### config.mk
export PLATFORM = sky130hd
export DESIGN_NAME = onewire_bus_master_top
export DESIGN_NICKNAME = d
export VERILOG_FILES = /design/src/hw/rtl/owm_pkg.sv /design/src/hw/rtl/owm_regs.sv /design/src/hw/rtl/owm_front.sv /design/src/hw/rtl/owm_queue.sv /design/src/hw/rtl/owm_back.sv /design/src/hw/rtl/onewire_bus_master_top.sv
export SDC_FILE = /design/constraint.sdc
export NUM_CORES = 1
export LEC_CHECK = 0
export BUFFER_PORTS_ARGS = -buffer_cell sky130_fd_sc_hd__buf_2
export CAP_MARGIN = 30
export CORE_MARGIN = 2
export CORE_UTILIZATION = 60
export CTS_CLUSTER_DIAMETER = 60
export DETAILED_ROUTE_END_ITERATION = 10
export PLACE_DENSITY_LB_ADDON = 0.08
export SLEW_MARGIN = 10
export SYNTH_ARGS = -nofsm -noshare
export SYNTH_HDL_FRONTEND = slang
export SYNTH_SLANG_ARGS = --single-unit
### constraint.sdc
create_clock -name clk -period 5.2 [get_ports clk]
set_input_delay 1.3 -clock clk [delete_from_list [all_inputs] [get_ports clk]]
set_output_delay 1.3 -clock clk [all_outputs]
set_load 0.1 [all_outputs]
### src/hw/rtl/owm_pkg.sv
// Shared types, constants and register map for the 1-Wire bus master.
`timescale 1ns / 1ps

package owm_pkg;

    localparam int BITS_PER_BYTE = 8;
    localparam int BIT_IDX_W     = $clog2(BITS_PER_BYTE);
    localparam int NUM_CFG       = 8;
    localparam int CFG_IDX_W     = $clog2(NUM_CFG);
    localparam int TICK_W        = 16;
    localparam int APB_ADDR_W    = CFG_IDX_W + 2;
    localparam int APB_DATA_W    = 32;
    localparam int S_TDATA_W     = 16;
    localparam int S_TUSER_W     = 3;
    localparam int M_TDATA_W     = 16;

    typedef logic [TICK_W-1:0]               tick_t;
    typedef logic [NUM_CFG-1:0][TICK_W-1:0]  cfg_array_t;
    typedef logic [CFG_IDX_W-1:0]            cfg_idx_t;
    typedef logic [BIT_IDX_W-1:0]            bit_idx_t;

    localparam cfg_idx_t REG_RESET_LOW     = 3'd0;
    localparam cfg_idx_t REG_PRESENCE_WAIT = 3'd1;
    localparam cfg_idx_t REG_RESET_TAIL    = 3'd2;
    localparam cfg_idx_t REG_WRITE_START   = 3'd3;
    localparam cfg_idx_t REG_WRITE_HOLD    = 3'd4;
    localparam cfg_idx_t REG_READ_START    = 3'd5;
    localparam cfg_idx_t REG_READ_SAMPLE   = 3'd6;
    localparam cfg_idx_t REG_READ_TAIL     = 3'd7;

    // index 7 down to index 0
    localparam cfg_array_t CFG_RESET = {
        16'd50, 16'd5, 16'd5, 16'd50, 16'd10, 16'd500, 16'd70, 16'd500
    };

    typedef enum logic [2:0] {
        CMD_NONE  = 3'd0,
        CMD_RESET = 3'd1,
        CMD_WBYTE = 3'd2,
        CMD_RBYTE = 3'd3,
        CMD_WBIT  = 3'd4,
        CMD_RBIT  = 3'd5
    } cmd_t;

    typedef struct packed {
        logic       cmd_valid;
        cmd_t       kind;
        logic [7:0] tx;
        logic       line;
    } item_t;

    typedef struct packed {
        logic       presence_level;
        logic [7:0] rx_data;
        logic       done_res;
        logic       busy_res;
        logic       drive_low;
    } res_t;

endpackage

### src/hw/rtl/owm_regs.sv
// Configuration register file with APB-style access.
`timescale 1ns / 1ps

module owm_regs
(
    input  logic                                clk,
    input  logic                                rst_n,
    input  logic                                psel,
    input  logic                                penable,
    input  logic                                pwrite,
    input  logic [owm_pkg::APB_ADDR_W-1:0]      paddr,
    input  logic [owm_pkg::APB_DATA_W-1:0]      pwdata,
    output logic [owm_pkg::APB_DATA_W-1:0]      prdata,
    output logic                                pready,
    output owm_pkg::cfg_array_t                 cfg
);

    owm_pkg::cfg_array_t cfg_reg;
    owm_pkg::cfg_idx_t   idx;
    logic                wr_en;

    assign idx    = paddr[owm_pkg::APB_ADDR_W-1:2];
    assign wr_en  = psel && penable && pwrite;
    assign pready = 1'b1;
    assign prdata = {{(owm_pkg::APB_DATA_W - owm_pkg::TICK_W){1'b0}}, cfg_reg[idx]};
    assign cfg    = cfg_reg;

    always_ff @(posedge clk or negedge rst_n)
    begin
        if (!rst_n)
        begin
            cfg_reg <= owm_pkg::CFG_RESET;
        end
        else if (wr_en)
        begin
            cfg_reg[idx] <= pwdata[owm_pkg::TICK_W-1:0];
        end
    end

endmodule

### src/hw/rtl/owm_front.sv
// Front end: decodes incoming tick transactions into queue entries.
`timescale 1ns / 1ps

module owm_front
(
    input  logic [owm_pkg::S_TUSER_W-1:0]  req_type,
    input  logic [7:0]                     tx_data,
    input  logic                           line_in,
    output owm_pkg::item_t                 item
);

    always_comb
    begin
        item.line      = line_in;
        item.tx        = tx_data;
        item.cmd_valid = 1'b1;
        item.kind      = owm_pkg::CMD_NONE;
        case (req_type)
            owm_pkg::CMD_RESET: item.kind = owm_pkg::CMD_RESET;
            owm_pkg::CMD_WBYTE: item.kind = owm_pkg::CMD_WBYTE;
            owm_pkg::CMD_RBYTE: item.kind = owm_pkg::CMD_RBYTE;
            owm_pkg::CMD_WBIT:
            begin
                item.kind = owm_pkg::CMD_WBIT;
                item.tx   = {7'd0, tx_data[0]};
            end
            owm_pkg::CMD_RBIT:  item.kind = owm_pkg::CMD_RBIT;
            default:            item.cmd_valid = 1'b0;
        endcase
    end

endmodule

### src/hw/rtl/owm_queue.sv
// Two-entry queue between front end and slot sequencer.
`timescale 1ns / 1ps

module owm_queue
(
    input  logic            clk,
    input  logic            rst_n,
    input  logic            push,
    input  owm_pkg::item_t  push_item,
    output logic            not_full,
    input  logic            pop,
    output logic            not_empty,
    output owm_pkg::item_t  head
);

    owm_pkg::item_t entry_reg [2];
    logic           wr_ptr_reg;
    logic           rd_ptr_reg;
    logic [1:0]     count_reg;
    logic           do_push;
    logic           do_pop;

    assign not_full  = (count_reg != 2'd2);
    assign not_empty = (count_reg != 2'd0);
    assign do_push   = push && not_full;
    assign do_pop    = pop && not_empty;
    assign head      = entry_reg[rd_ptr_reg];

    always_ff @(posedge clk)
    begin
        if (do_push)
        begin
            entry_reg[wr_ptr_reg] <= push_item;
        end
    end

    always_ff @(posedge clk or negedge rst_n)
    begin
        if (!rst_n)
        begin
            wr_ptr_reg <= 1'b0;
            rd_ptr_reg <= 1'b0;
            count_reg  <= 2'd0;
        end
        else
        begin
            if (do_push)
            begin
                wr_ptr_reg <= ~wr_ptr_reg;
            end
            if (do_pop)
            begin
                rd_ptr_reg <= ~rd_ptr_reg;
            end
            if (do_push && !do_pop)
            begin
                count_reg <= count_reg + 2'd1;
            end
            else if (do_pop && !do_push)
            begin
                count_reg <= count_reg - 2'd1;
            end
        end
    end

endmodule

### src/hw/rtl/owm_back.sv
// Back end: 1-Wire slot sequencer, one tick per queue entry, with output register.
`timescale 1ns / 1ps

module owm_back
(
    input  logic                 clk,
    input  logic                 rst_n,
    input  owm_pkg::cfg_array_t  cfg,
    input  logic                 q_valid,
    input  owm_pkg::item_t       q_item,
    output logic                 q_pop,
    output logic                 out_valid,
    input  logic                 out_ready,
    output owm_pkg::res_t        out_res
);

    typedef enum logic [3:0] {
        PH_IDLE      = 4'd0,
        PH_RST_LOW   = 4'd1,
        PH_RST_WAIT  = 4'd2,
        PH_RST_TAIL  = 4'd3,
        PH_WR_START  = 4'd4,
        PH_WR_HOLD   = 4'd5,
        PH_RD_START  = 4'd6,
        PH_RD_SAMPLE = 4'd7,
        PH_RD_TAIL   = 4'd8
    } phase_t;

    phase_t              phase_reg, phase_next;
    owm_pkg::tick_t      tick_count_reg, tick_count_next;
    owm_pkg::bit_idx_t   bit_index_reg, bit_index_next;
    logic [7:0]          shift_out_reg, shift_out_next;
    logic [7:0]          shift_in_reg, shift_in_next;
    owm_pkg::cmd_t       kind_reg, kind_next;
    logic                presence_reg, presence_next;
    logic                out_valid_reg;
    owm_pkg::res_t       out_res_reg;
    owm_pkg::res_t       res_next;

    owm_pkg::tick_t      limit;
    logic                last;
    logic                more_bits;

    assign q_pop     = q_valid && (!out_valid_reg || out_ready);
    assign out_valid = out_valid_reg;
    assign out_res   = out_res_reg;

    always_comb
    begin
        phase_next      = phase_reg;
        tick_count_next = tick_count_reg;
        bit_index_next  = bit_index_reg;
        shift_out_next  = shift_out_reg;
        shift_in_next   = shift_in_reg;
        kind_next       = kind_reg;
        presence_next   = presence_reg;
        res_next        = '0;

        // command taken only when idle
        if (phase_reg == PH_IDLE && q_item.cmd_valid)
        begin
            kind_next       = q_item.kind;
            tick_count_next = '0;
            bit_index_next  = '0;
            case (q_item.kind)
                owm_pkg::CMD_RESET: phase_next = PH_RST_LOW;
                owm_pkg::CMD_WBYTE,
                owm_pkg::CMD_WBIT:
                begin
                    shift_out_next = q_item.tx;
                    phase_next     = PH_WR_START;
                end
                default:
                begin
                    shift_in_next = '0;
                    phase_next    = PH_RD_START;
                end
            endcase
        end

        case (phase_next)
            PH_RST_LOW:   limit = cfg[owm_pkg::REG_RESET_LOW];
            PH_RST_WAIT:  limit = cfg[owm_pkg::REG_PRESENCE_WAIT];
            PH_RST_TAIL:  limit = cfg[owm_pkg::REG_RESET_TAIL];
            PH_WR_START:  limit = cfg[owm_pkg::REG_WRITE_START];
            PH_WR_HOLD:   limit = cfg[owm_pkg::REG_WRITE_HOLD];
            PH_RD_START:  limit = cfg[owm_pkg::REG_READ_START];
            PH_RD_SAMPLE: limit = cfg[owm_pkg::REG_READ_SAMPLE];
            PH_RD_TAIL:   limit = cfg[owm_pkg::REG_READ_TAIL];
            default:      limit = owm_pkg::tick_t'(1);
        endcase

        last = ({1'b0, tick_count_next} + 17'd1) >= {1'b0, limit};
        more_bits = (kind_next == owm_pkg::CMD_WBYTE || kind_next == owm_pkg::CMD_RBYTE)
                    && (({1'b0, bit_index_next} + 4'd1) < 4'(owm_pkg::BITS_PER_BYTE));

        if (phase_next != PH_IDLE)
        begin
            res_next.busy_res = 1'b1;
            case (phase_next)
                PH_RST_LOW,
                PH_WR_START,
                PH_RD_START: res_next.drive_low = 1'b1;
                PH_WR_HOLD:  res_next.drive_low = ~shift_out_next[bit_index_next];
                default:     res_next.drive_low = 1'b0;
            endcase

            if (!last)
            begin
                tick_count_next = tick_count_next + owm_pkg::tick_t'(1);
            end
            else
            begin
                tick_count_next = '0;
                case (phase_next)
                    PH_RST_LOW:  phase_next = PH_RST_WAIT;
                    PH_RST_WAIT:
                    begin
                        presence_next = q_item.line;
                        phase_next    = PH_RST_TAIL;
                    end
                    PH_WR_START: phase_next = PH_WR_HOLD;
                    PH_RD_START: phase_next = PH_RD_SAMPLE;
                    PH_RD_SAMPLE:
                    begin
                        if (q_item.line)
                        begin
                            shift_in_next[bit_index_next] = 1'b1;
                        end
                        phase_next = PH_RD_TAIL;
                    end
                    PH_WR_HOLD,
                    PH_RD_TAIL:
                    begin
                        if (more_bits)
                        begin
                            phase_next     = (phase_next == PH_WR_HOLD) ? PH_WR_START
                                                                        : PH_RD_START;
                            bit_index_next = bit_index_next + owm_pkg::bit_idx_t'(1);
                        end
                        else
                        begin
                            res_next.done_res = 1'b1;
                            phase_next        = PH_IDLE;
                        end
                    end
                    default:
                    begin
                        res_next.done_res = 1'b1;
                        phase_next        = PH_IDLE;
                    end
                endcase
            end
        end

        res_next.rx_data        = shift_in_next;
        res_next.presence_level = presence_next;
    end

    always_ff @(posedge clk or negedge rst_n)
    begin
        if (!rst_n)
        begin
            phase_reg      <= PH_IDLE;
            tick_count_reg <= '0;
            bit_index_reg  <= '0;
            shift_out_reg  <= '0;
            shift_in_reg   <= '0;
            kind_reg       <= owm_pkg::CMD_NONE;
            presence_reg   <= 1'b1;
            out_valid_reg  <= 1'b0;
            out_res_reg    <= '0;
        end
        else
        begin
            if (q_pop)
            begin
                phase_reg      <= phase_next;
                tick_count_reg <= tick_count_next;
                bit_index_reg  <= bit_index_next;
                shift_out_reg  <= shift_out_next;
                shift_in_reg   <= shift_in_next;
                kind_reg       <= kind_next;
                presence_reg   <= presence_next;
                out_res_reg    <= res_next;
                out_valid_reg  <= 1'b1;
            end
            else if (out_ready)
            begin
                out_valid_reg <= 1'b0;
            end
        end
    end

endmodule

### src/hw/rtl/onewire_bus_master_top.sv
// Top level of the tick-driven 1-Wire bus master.
//
// Each slave-side transaction is one tick of the timebase: tdata carries the
// byte to send and the sampled bus level, tuser the command code (0 tick only,
// 1 reset, 2 write byte, 3 read byte, 4 write bit, 5 read bit). A command is
// taken only on a tick where the sequencer is idle; otherwise it is ignored.
// Every tick yields exactly one master-side transaction carrying the bus drive,
// busy, done, receive register and presence level for that tick.
// Ticks are decoded into a two-entry queue and executed by the slot sequencer,
// one tick per cycle unless the master side stalls, into an output register. An
// accepted tick is registered in a queue entry and then in the output register.
// When the master side stalls, the output register holds, the queue fills and
// s_axis_tready falls after at most two more ticks; nothing is dropped.
// Reset empties the queue and output, returns the sequencer to idle with
// presence level 1 and loads the default slot timings. Timing registers are
// written over the APB port at byte address 4*index; idle-only writes are the user's duty.
`timescale 1ns / 1ps

module onewire_bus_master_top
(
    input  logic                                clk,
    input  logic                                rst_n,
    input  logic                                s_axis_tvalid,
    output logic                                s_axis_tready,
    input  logic [owm_pkg::S_TDATA_W-1:0]       s_axis_tdata,  // tx_data[7:0], line_in, zero pad
    input  logic [owm_pkg::S_TUSER_W-1:0]       s_axis_tuser,  // req_type[2:0]
    output logic                                m_axis_tvalid,
    input  logic                                m_axis_tready,
    output logic [owm_pkg::M_TDATA_W-1:0]       m_axis_tdata,  // drive_low, busy_res, done_res,
                                                               // rx_data[7:0], presence_level, pad
    input  logic                                psel,
    input  logic                                penable,
    input  logic                                pwrite,
    input  logic [owm_pkg::APB_ADDR_W-1:0]      paddr,
    input  logic [owm_pkg::APB_DATA_W-1:0]      pwdata,
    output logic [owm_pkg::APB_DATA_W-1:0]      prdata,
    output logic                                pready
);

    owm_pkg::cfg_array_t cfg;
    owm_pkg::item_t      front_item;
    owm_pkg::item_t      q_head;
    owm_pkg::res_t       res;
    logic                q_not_full;
    logic                q_not_empty;
    logic                q_pop;

    assign s_axis_tready = q_not_full;
    assign m_axis_tdata  = {{(owm_pkg::M_TDATA_W - $bits(owm_pkg::res_t)){1'b0}}, res};

    owm_regs u_regs
    (
        .clk     (clk),
        .rst_n   (rst_n),
        .psel    (psel),
        .penable (penable),
        .pwrite  (pwrite),
        .paddr   (paddr),
        .pwdata  (pwdata),
        .prdata  (prdata),
        .pready  (pready),
        .cfg     (cfg)
    );

    owm_front u_front
    (
        .req_type (s_axis_tuser),
        .tx_data  (s_axis_tdata[7:0]),
        .line_in  (s_axis_tdata[8]),
        .item     (front_item)
    );

    owm_queue u_queue
    (
        .clk       (clk),
        .rst_n     (rst_n),
        .push      (s_axis_tvalid),
        .push_item (front_item),
        .not_full  (q_not_full),
        .pop       (q_pop),
        .not_empty (q_not_empty),
        .head      (q_head)
    );

    owm_back u_back
    (
        .clk       (clk),
        .rst_n     (rst_n),
        .cfg       (cfg),
        .q_valid   (q_not_empty),
        .q_item    (q_head),
        .q_pop     (q_pop),
        .out_valid (m_axis_tvalid),
        .out_ready (m_axis_tready),
        .out_res   (res)
    );

endmodule
# --- Yosys cells after proc, flatten, opt, wreduce, memory -nomap -nowiden ---
# Memories as Yosys holds them, arrays and structs flattened.
# Cells that the tools add are included.
word_totals:
  regBits: 180
  ramBits: 26
  out_inout_bits: 51
  elab_cells: 137
  mem_count: 1
memory_table:
  columns: ["memory", "depth", "width", "rd", "rd_clocked_by_memory_dff", "write_ports", "line_no", "text"]
  rows:
  - ["u_queue.entry_reg", 2, 13, 1, 0, 1, "owm_queue.sv:16", "owm_pkg::item_t entry_reg [2];"]
classes:
  addsub: 6
  n_lt_le_gt_ge: 6
  n_eq_ne: 19
  muxes: 51
  bitwise_logic: 4
  n_reduce_logical: 27
ops:
  columns: ["operator", "count"]
  rows:
  - ["$bwmux 128", 1]
  - ["$pmux 16 s8", 1]
  - ["$mux 16", 5]
  - ["$mux 8", 9]
  - ["$bmux 16 s3", 1]
  - ["$demux 16 s3", 1]
  - ["$pmux 4 s6", 1]
  - ["$mux 3", 7]
  - ["$add 16x1->17 const B", 1]
  - ["$ge 17x16->1", 1]
  - ["$add 16x1->16 const B", 1]
  - ["$eq 4x3->1 const B", 4]
  - ["$mux 4", 4]
  - ["$eq 3x2->1 const B", 5]
  - ["$pmux 3 s5", 1]
  - ["$mux 1", 12]
  - ["$logic_and 1x1->1", 11]
  - ["$reduce_or 5->1", 2]
  - ["$eq 3x3->1 const B", 3]
  - ["$eq 4x2->1 const B", 2]
  - ["$lt 3x4->1 const B", 2]
  - ["$or 8x8->8", 1]
  - ["$eq 3x1->1 const B", 2]
  - ["$ge 3x1->1 const B", 2]
  - ["21 further kinds", 33]

# --- Logic depth before layout (Yosys ltp) ---
# Gate-level depths: netlist of the first run.
depth:
  word_depth: 12
  depth_mapped: 20
  depth_no_buf: 16

# --- Hierarchy ---
# Synthesis of the first run repeated with hierarchy kept, for this count alone.
unflattened:
  cells_unflattened: 931
  hier_area_um2: 11456.0
modules_own_cells:
  columns: ["mod", "instances", "cells_each", "area_per_inst_um2", "seq_area_each_um2"]
  rows:
  - ["owm_regs", 1, 361, 6038.3, 3236.9]
  - ["owm_back", 1, 488, 4101.4, 1177.4]
  - ["owm_queue", 1, 58, 1144.8, 880.8]
  - ["owm_front", 1, 19, 137.6, 0.0]
  - ["onewire_bus_master_top", 1, 5, 33.8, 0.0]

# --- Worst setup path before layout of the first run ---
# No wires, ideal clock.
synth_path:
  kind: "in2out"
  startpoint: "input port paddr[3] (netlist bit)"
  endpoint: "output port prdata[2] (netlist bit)"
  arrival_time_ns: 3.236
  t_required_ns: 3.900
  setup_slack_ns: 0.664
  cell_stages: 5
  path_buffers: 2
  path_cell_list: "buf_2 > nor3b_1 > clkbuf_1 > a22oi_1 > nand4_1"
synth_via:
  elab_chain_len: 2
synth_rtl:
  columns: ["element", "line_no", "text"]
  rows:
  - ["start: declaration", "onewire_bus_master_top.sv:34", "input logic [owm_pkg::APB_ADDR_W-1:0] paddr,"]
  - ["$bmux 16 s3", "owm_regs.sv:25", "assign prdata = {{(owm_pkg::APB_DATA_W - owm_pkg::TICK_W){1'b0}}, cfg_reg[idx]};"]
  - ["$mux 16 (not written as such)", "owm_regs.sv:25", null]
  - ["end: declaration", "onewire_bus_master_top.sv:36", "output logic [owm_pkg::APB_DATA_W-1:0] prdata,"]
# No other way between the ends. The select of a mux whose other input is x is not followed.

# --- Final worst setup path of the first run ---
layout_path:
  startpoint: "register u_queue.rd_ptr_reg"
  endpoint: "register u_back.phase_reg[0]"
layout_via:
  elab_chain_len: 10
layout_rtl:
  columns: ["element", "line_no", "text"]
  rows:
  - ["start: declaration", "owm_queue.sv:18", "logic rd_ptr_reg;"]
  - ["start signal: assignment", "owm_queue.sv:53", "rd_ptr_reg <= ~rd_ptr_reg;"]
  - ["$mem_v2 2x13 *", null, null]
  - ["$eq 3x2->1, or another cell as far along", "owm_back.sv:65", "case (q_item.kind)"]
  - ["$reduce_or 2->1 or $mux 3 (tied branches)", "owm_back.sv:65, owm_back.sv:60", null]
  - ["$pmux 3 s2, or another cell as far along", "owm_back.sv:65", null]
  - ["$mux 4, or another cell as far along", "owm_back.sv:60", "if (phase_reg == PH_IDLE && q_item.cmd_valid)"]
  - ["$eq 4x4->1, or another cell as far along", "owm_back.sv:81, owm_back.sv:115", null]
  - ["$pmux 16 s8, or another cell as far along", "owm_back.sv:81", "case (phase_next)"]
  - ["$ge 17x16->1 or $pmux 4 s6 (tied branches)", "owm_back.sv:93, owm_back.sv:115", null]
  - ["$mux 4", "owm_back.sv:108", "if (!last)"]
  - ["$mux 4 *", "owm_back.sv:97", "if (phase_next != PH_IDLE)"]
  - ["end signal: assignment", "owm_back.sv:178", "phase_reg <= phase_next;"]
  - ["end: declaration", "owm_back.sv:29", "phase_t phase_reg, phase_next;"]
# Every way passes the cells marked *; elsewhere a longest branch is shown, timed or not.
# A chain may end at the register's enable or synchronous reset.

==> results.yml, run 1 <==
setup_path:
  crit_path_frequent_cell: "buf_4"
  startpoint_type: "register"
  required_ps: 5590
  reg2reg_from: "u_queue.rd_ptr_reg"
  arrival_ps: 4920
  slowest_delay_ps: 520
  critical_path_class: "register to register"
  worst_path_max_delay_cell: "o21ai_1"
  critical_path_buf_inv_count: 2
  cp_max_fo: 20
  crit_path_end_kind: "register"
  startpoint: "u_queue.rd_ptr_reg"
  cpLargestDelayFamily: "compound AO/OA/AOI/OAI gates"
  crit_chain: "mux2_2 -> nand2_1 -> buf_4 -> nor2_1 -> o21ai_1 -> buf_4 -> o221a_2 -> ha_1 -> a21oi_1 -> nor2b_1 -> o31a_1 -> o31ai_4 -> nand2_4 -> a221o_1"
cells_and_area:
  final_nets: 1135
  largest_reg_flops: 128
  drive_gt1_share_pct: 32.6
  diodes: 0
  syn2layout_area_growth_pct: 12.3
clock_network:
  cts_hold_repair.buffers: 0
  cts_htree_levels: 1
  cts_resized: 0
  cts_tree: "done"
  clk_pin_slew_worst_paths_ps: 60
  clkSinkCount: 205
  cts_buffers: 23
  root_buffer: "clkbuf_16"
  clockBufferDepth: 3
  post_cts_buffers: 0
  clkLatencyLatePin_ps: 510
min_path:
  min_path_type: "register to register"
  min_from: "u_back.out_res[2]"
global_route:
  antenna_found_initial: 2
  grt_pass1_vias: 8390
  grt.total_usage_pct: 29.9
  gr-total-overflow: 0
  grt_max_degree: 106
  grt_pass1_wl_mm: 46.1
routing:
  via_count: 8490
  dr.pass1.iters: 9
  wl_per_cell_um: 22.3
  drc_errors: 5
  ant_nets: 0
  drtIter0Drc: 783
  viasPerCell: 6.54
  totalWireLength_mm: 28.9
die:
  die_area_mm2: 0.0196
  core_mm2: 0.0181
  die_height_um: 140
  dieWidth_um: 140
  rows: 49
  io_pins: 114
  start_util_pct: 61.4
synthesis:
  ys.flop_type: "dfrtp_1"
  yosysSeqAreaShare_pct: 47.7
  synth_top_cell_area_share_pct: 34.0
  yosysWarnings: 0
  syn_area_mm2: 0.0111
  ys_ff_latch: 205
  async_flop_share_pct: 87.3
  synth_most_common_cell: "dfrtp_1"
  avgSynthCellArea_um2: 11.3
  synth_edf_count: 26
  synth.distinct_cells: 70
  ys_top_cells_by_count: "dfrtp_1 (151), mux2_2 (135), a22oi_1 (81), nor2_1 (69)"
  synthCells: 985
  synth_area_leaders: "dfrtp_1 (34%), mux2_2 (14%), edfxtp_1 (7.0%), dfstp_2 (6.6%), a22oi_1 (5.5%)"
  synth_top_cell_by_area: "dfrtp_1"
place:
  dp_slack_ps: 735
  gp_congestion: 0.838
  port_buffers: 67
  dp_hpwl_mm: 18.6
sta:
  skew_ps: 13.5
  worstMarginPinSlew_ps: 1060
  min_period_ps: 4530
  fin_ws_ps: 666
  max_slew_margin_pct: 29.6
  setup_tns_ps: 0
  hold_viol: 0
  final_max_slew_viol_count: 0
  grt_setup_unrepaired: "no"
  finalSetupViolations: 0
  clock.fmax_mhz: 221
  final.period_utilization_pct: 87.2
power_and_ir_drop:
  pwr_density_cell_mw_per_mm2: 532
  p_leak_uw: 0.00533
  vdd_drop_max_v: 0.000352
job:
  max-cap-violations: 0
run_status:
  status: "finished with violations"
  violations: "design-rule violations"
==> power by group <==
group / total (uW) / internal [uW] / switching, uW
registers: 2320 / 2020 / 295
clock network: 1510 / 870 / 640
logic: 2800 / 945 / 1860
total: 6630 / 3840 / 2790
==> worst min-delay path, stage by stage (launching register included) <==
cell and delay [ps]:
dfrtp_1 340, nand2_1 50, o31ai_1 50
==> placed cells by master (no fill, tap or decap), drive strengths merged, types with 21 or more instances in the layout <==
cell,synthesis,layout
mux2i,30,30
nor2b,28,28
conb,2,21
clkbuf,46,33
o21ai,22,22
nand4,21,21
nor2,69,69
edfxtp,26,26
dfrtp,151,151
a22oi,81,81
nand2,47,47
mux2,135,135
buf,38,107
a21oi,40,40
dfstp,28,28
==> cell type report <==
type / count / area [um^2]
fill: 1379 / 5630
timing repair buffer: 108 / 693
inverter: 14 / 52.6
clock inverter: 9 / 52.6
clock buffer: 32 / 649
multi-input combinational: 701 / 5430
tap: 229 / 287
sequential: 205 / 5300
==> worst paths after layout <==
path / end / slack (ps) / depth (start not counted)
setup / recovery: u_back.phase_reg[0] / 670 / 14
hold / removal: u_back.out_res[2] / 480 / 2
setup reg to reg: u_back.phase_reg[0] / 670 / 14
hold reg to reg: u_back.out_res[2] / 480 / 2
max in group asynchronous: u_regs.cfg[68] / 3840 / 2
min in group asynchronous: u_back.shift_in_reg[7] / 640 / 1
==> stage by stage <==
stage,cells,cell area (um^2),utilization [%],hold slack (ps),power (uW)
finish,1298,12500,68.9,477,6630
global route,1298,12500,68.9,501,6980
CTS,1296,12400,68.7,479,6620
detailed placement,1255,11700,64.8,467,5090
global placement,1253,11700,64.7,456,5020
floorplan,1004,11200,-,461,4370
==> metal layers <==
metal / wire, um / GRT usage [%] / part of all wire (%) / up-vias
met5: 22 / 0 / 0.076 / -
met4: 700 / 9.62 / 2.4 / 4
met3: 2840 / 6.91 / 9.8 / 61
met2: 13000 / 45.0 / 45 / 413
met1: 12400 / 43.3 / 43 / 4187
li1: - / - / - / 3825
==> kinds of logic after synthesis <==
| family | count (synthesis) | share of synthesized area, % |
|---|---|---|
| buffers and inverters | 98 | 4.40 |
| adders and majority gates | 19 | 2.14 |
| muxes | 165 | 16.4 |
| xor gates and xnor gates | 22 | 1.74 |
| DFF | 205 | 47.7 |
| AOI/OAI and AO/OA | 237 | 16.5 |
| other | 2 | 0.0677 |
| and+or+nand+nor | 237 | 11.0 |
Note: power is estimated with default switching activity, not from simulation.
==> run 2: changes to the inputs <==
--- a/config.mk
+++ b/config.mk
@@ -8,7 +8,7 @@
 export BUFFER_PORTS_ARGS = -buffer_cell sky130_fd_sc_hd__buf_2
 export CAP_MARGIN = 30
 export CORE_MARGIN = 2
-export CORE_UTILIZATION = 60
+export CORE_UTILIZATION = 64
 export CTS_CLUSTER_DIAMETER = 60
 export DETAILED_ROUTE_END_ITERATION = 10
 export PLACE_DENSITY_LB_ADDON = 0.08
==> constraint.sdc (replaced) <==
create_clock -name clk -period 5.4 [get_ports clk]
set_input_delay 1.35 -clock clk [delete_from_list [all_inputs] [get_ports clk]]
set_output_delay 1.35 -clock clk [all_outputs]
set_load 0.1 [all_outputs]
==> results.yml, run 2 (same netlist as run 1, synthesis figures left out) <==
die:
  core_mm2: 0.0171
  rows: 48
  dieWidth_um: 136
  die_height_um: 136
  start_util_pct: 64.8
  io_pins: 114
  die_area_mm2: 0.0184
routing:
  dr.pass1.iters: 5
  totalWireLength_mm: 29.0
  viasPerCell: 6.65
  ant_nets: 0
  wl_per_cell_um: 22.4
  drc_errors: 0
  via_count: 8598
  drtIter0Drc: 726
sta:
  max_slew_margin_pct: 39.3
  grt_setup_unrepaired: "no"
  hold_viol: 0
  worstMarginPinSlew_ps: 904
  finalSetupViolations: 0
  clock.fmax_mhz: 217
  final_max_slew_viol_count: 0
  final.period_utilization_pct: 85.5
  skew_ps: 11.1
  min_period_ps: 4620
  setup_tns_ps: 0
cells_and_area:
  stdcell_count: 1293
  most-common-layout-cells: "dfrtp_1 (151), mux2_2 (135), a22oi_1 (81)"
  final_nets: 1134
  diodes: 0
  largest_reg_flops: 128
  fillCellCount: 1273
  drive_gt1_share_pct: 32.5
  final_common_cell: "dfrtp_1"
  syn2layout_area_growth_pct: 12.5
global_route:
  grt_max_degree: 70
  antenna_found_initial: 0
  gr-total-overflow: 0
  grt_pass1_wl_mm: 45.3
  grt_pass1_vias: 8379
  grt.total_usage_pct: 31.9
min_path:
  min_path_type: "register to register"
job:
  max-cap-violations: 0
power_and_ir_drop:
  pwr_density_cell_mw_per_mm2: 517
  p_leak_uw: 0.00536
  vdd_drop_max_v: 0.000337
clock_network:
  clkLatencyLatePin_ps: 510
  clkSinkCount: 205
  cts_tree: "done"
  cts_resized: 0
  cts_htree_levels: 1
  cts_hold_repair.buffers: 0
  root_buffer: "clkbuf_16"
  cts_buffers: 23
  clockBufferDepth: 3
  clk_pin_slew_worst_paths_ps: 60
  post_cts_buffers: 0
setup_path:
  slowest_delay_ps: 720
  critical_path_class: "register to register"
  startpoint_type: "register"
  required_ps: 5790
  crit_path_end_kind: "register"
  cp_max_fo: 10
  crit_chain: "mux2_2 -> nand2_1 -> nor2_1 -> o21ai_1 -> buf_4 -> o221a_2 -> ha_1 -> nor2b_1 -> o31a_1 -> o31a_1 -> o21ai_1 -> mux2_2"
  cpLargestDelayFamily: "compound AO/OA/AOI/OAI gates"
  critical_path_buf_inv_count: 1
  arrival_ps: 5010
  worst_path_max_delay_cell: "o21ai_1"
run_status:
  status: "complete, no violations"
place:
  port_buffers: 67
  dp.cells: 1251
  dp_hpwl_mm: 18.5
  gp_congestion: 0.855
## run 2: changes by cell type in the layout (fill, tap and decap cells not counted), sizes merged
cell,delta
clkbuf,-1
clkinv,+1
clkinvlp,-3
inv,+1
bufinv,+1
## run 2: worst register-to-register path, delay by kind of cell (launching register included)
kind,cells,cell delay (ps)
AOI/OAI and AO/OA,5,2030
muxes,2,850
DFF,1,560
buffers and inverters,1,360
and+or+nand+nor,3,460
adders and majority gates,1,250
## run 2: final timing paths
kind / startpoint / to / slack (ps) / cells after the start
setup / recovery: u_queue.rd_ptr_reg / u_back.phase_reg[3] / 780 / 12
hold / removal: u_back.shift_in_reg[4] / u_back.shift_in_reg[4] / 490 / 1
setup reg to reg: u_queue.rd_ptr_reg / u_back.phase_reg[3] / 780 / 12
hold reg to reg: u_back.shift_in_reg[4] / u_back.shift_in_reg[4] / 490 / 1
max in group asynchronous: rst_n / u_regs.cfg[117] / 3520 / 3
min in group asynchronous: rst_n / u_back.shift_out_reg[5] / 780 / 1
## run 2: per-stage QoR
step	hold slack (ps)	instance area, um^2	utilization [%]	setup slack [ps]	total power [uW]
4_1_cts	494	12500	72.9	825	6440
3_3_place_gp	462	11700	68.3	763	4830
2_1_floorplan	461	11200	-	764	4210
5_1_grt	498	12500	73.0	524	6780
3_5_place_dp	481	11800	68.7	853	4920
6_report	490	12500	73.0	783	6460
## run 2: cell type report
cell class | instances | area (um^2) | area share, %
Multi-Input combinational cell | 701 | 5430 | 43.5
Inverter | 14 | 52.6 | 0.421
Timing Repair Buffer | 107 | 703 | 5.63
Clock buffer | 32 | 649 | 5.20
Sequential cell | 205 | 5300 | 42.4
Tap cell | 225 | 282 | 2.25
Clock inverter | 9 | 76.3 | 0.611
## run 2: routing by layer
| layer | share of wire, % | GRT usage (%) | up-vias |
|---|---|---|---|
| met5 | 0 | 0 | - |
| met4 | 3.7 | 11.6 | 0 |
| met3 | 9.5 | 8.16 | 92 |
| met2 | 47 | 51.6 | 433 |
| met1 | 40 | 41.7 | 4254 |
| li1 | - | - | 3819 |
## run 2: power by group
part           leakage, uW  internal [uW]  switching [uW]
Sequential         0.00247           1950             311
Clock             0.000357            887             619
Combinational      0.00253            922            1770
Total              0.00536           3760            2700
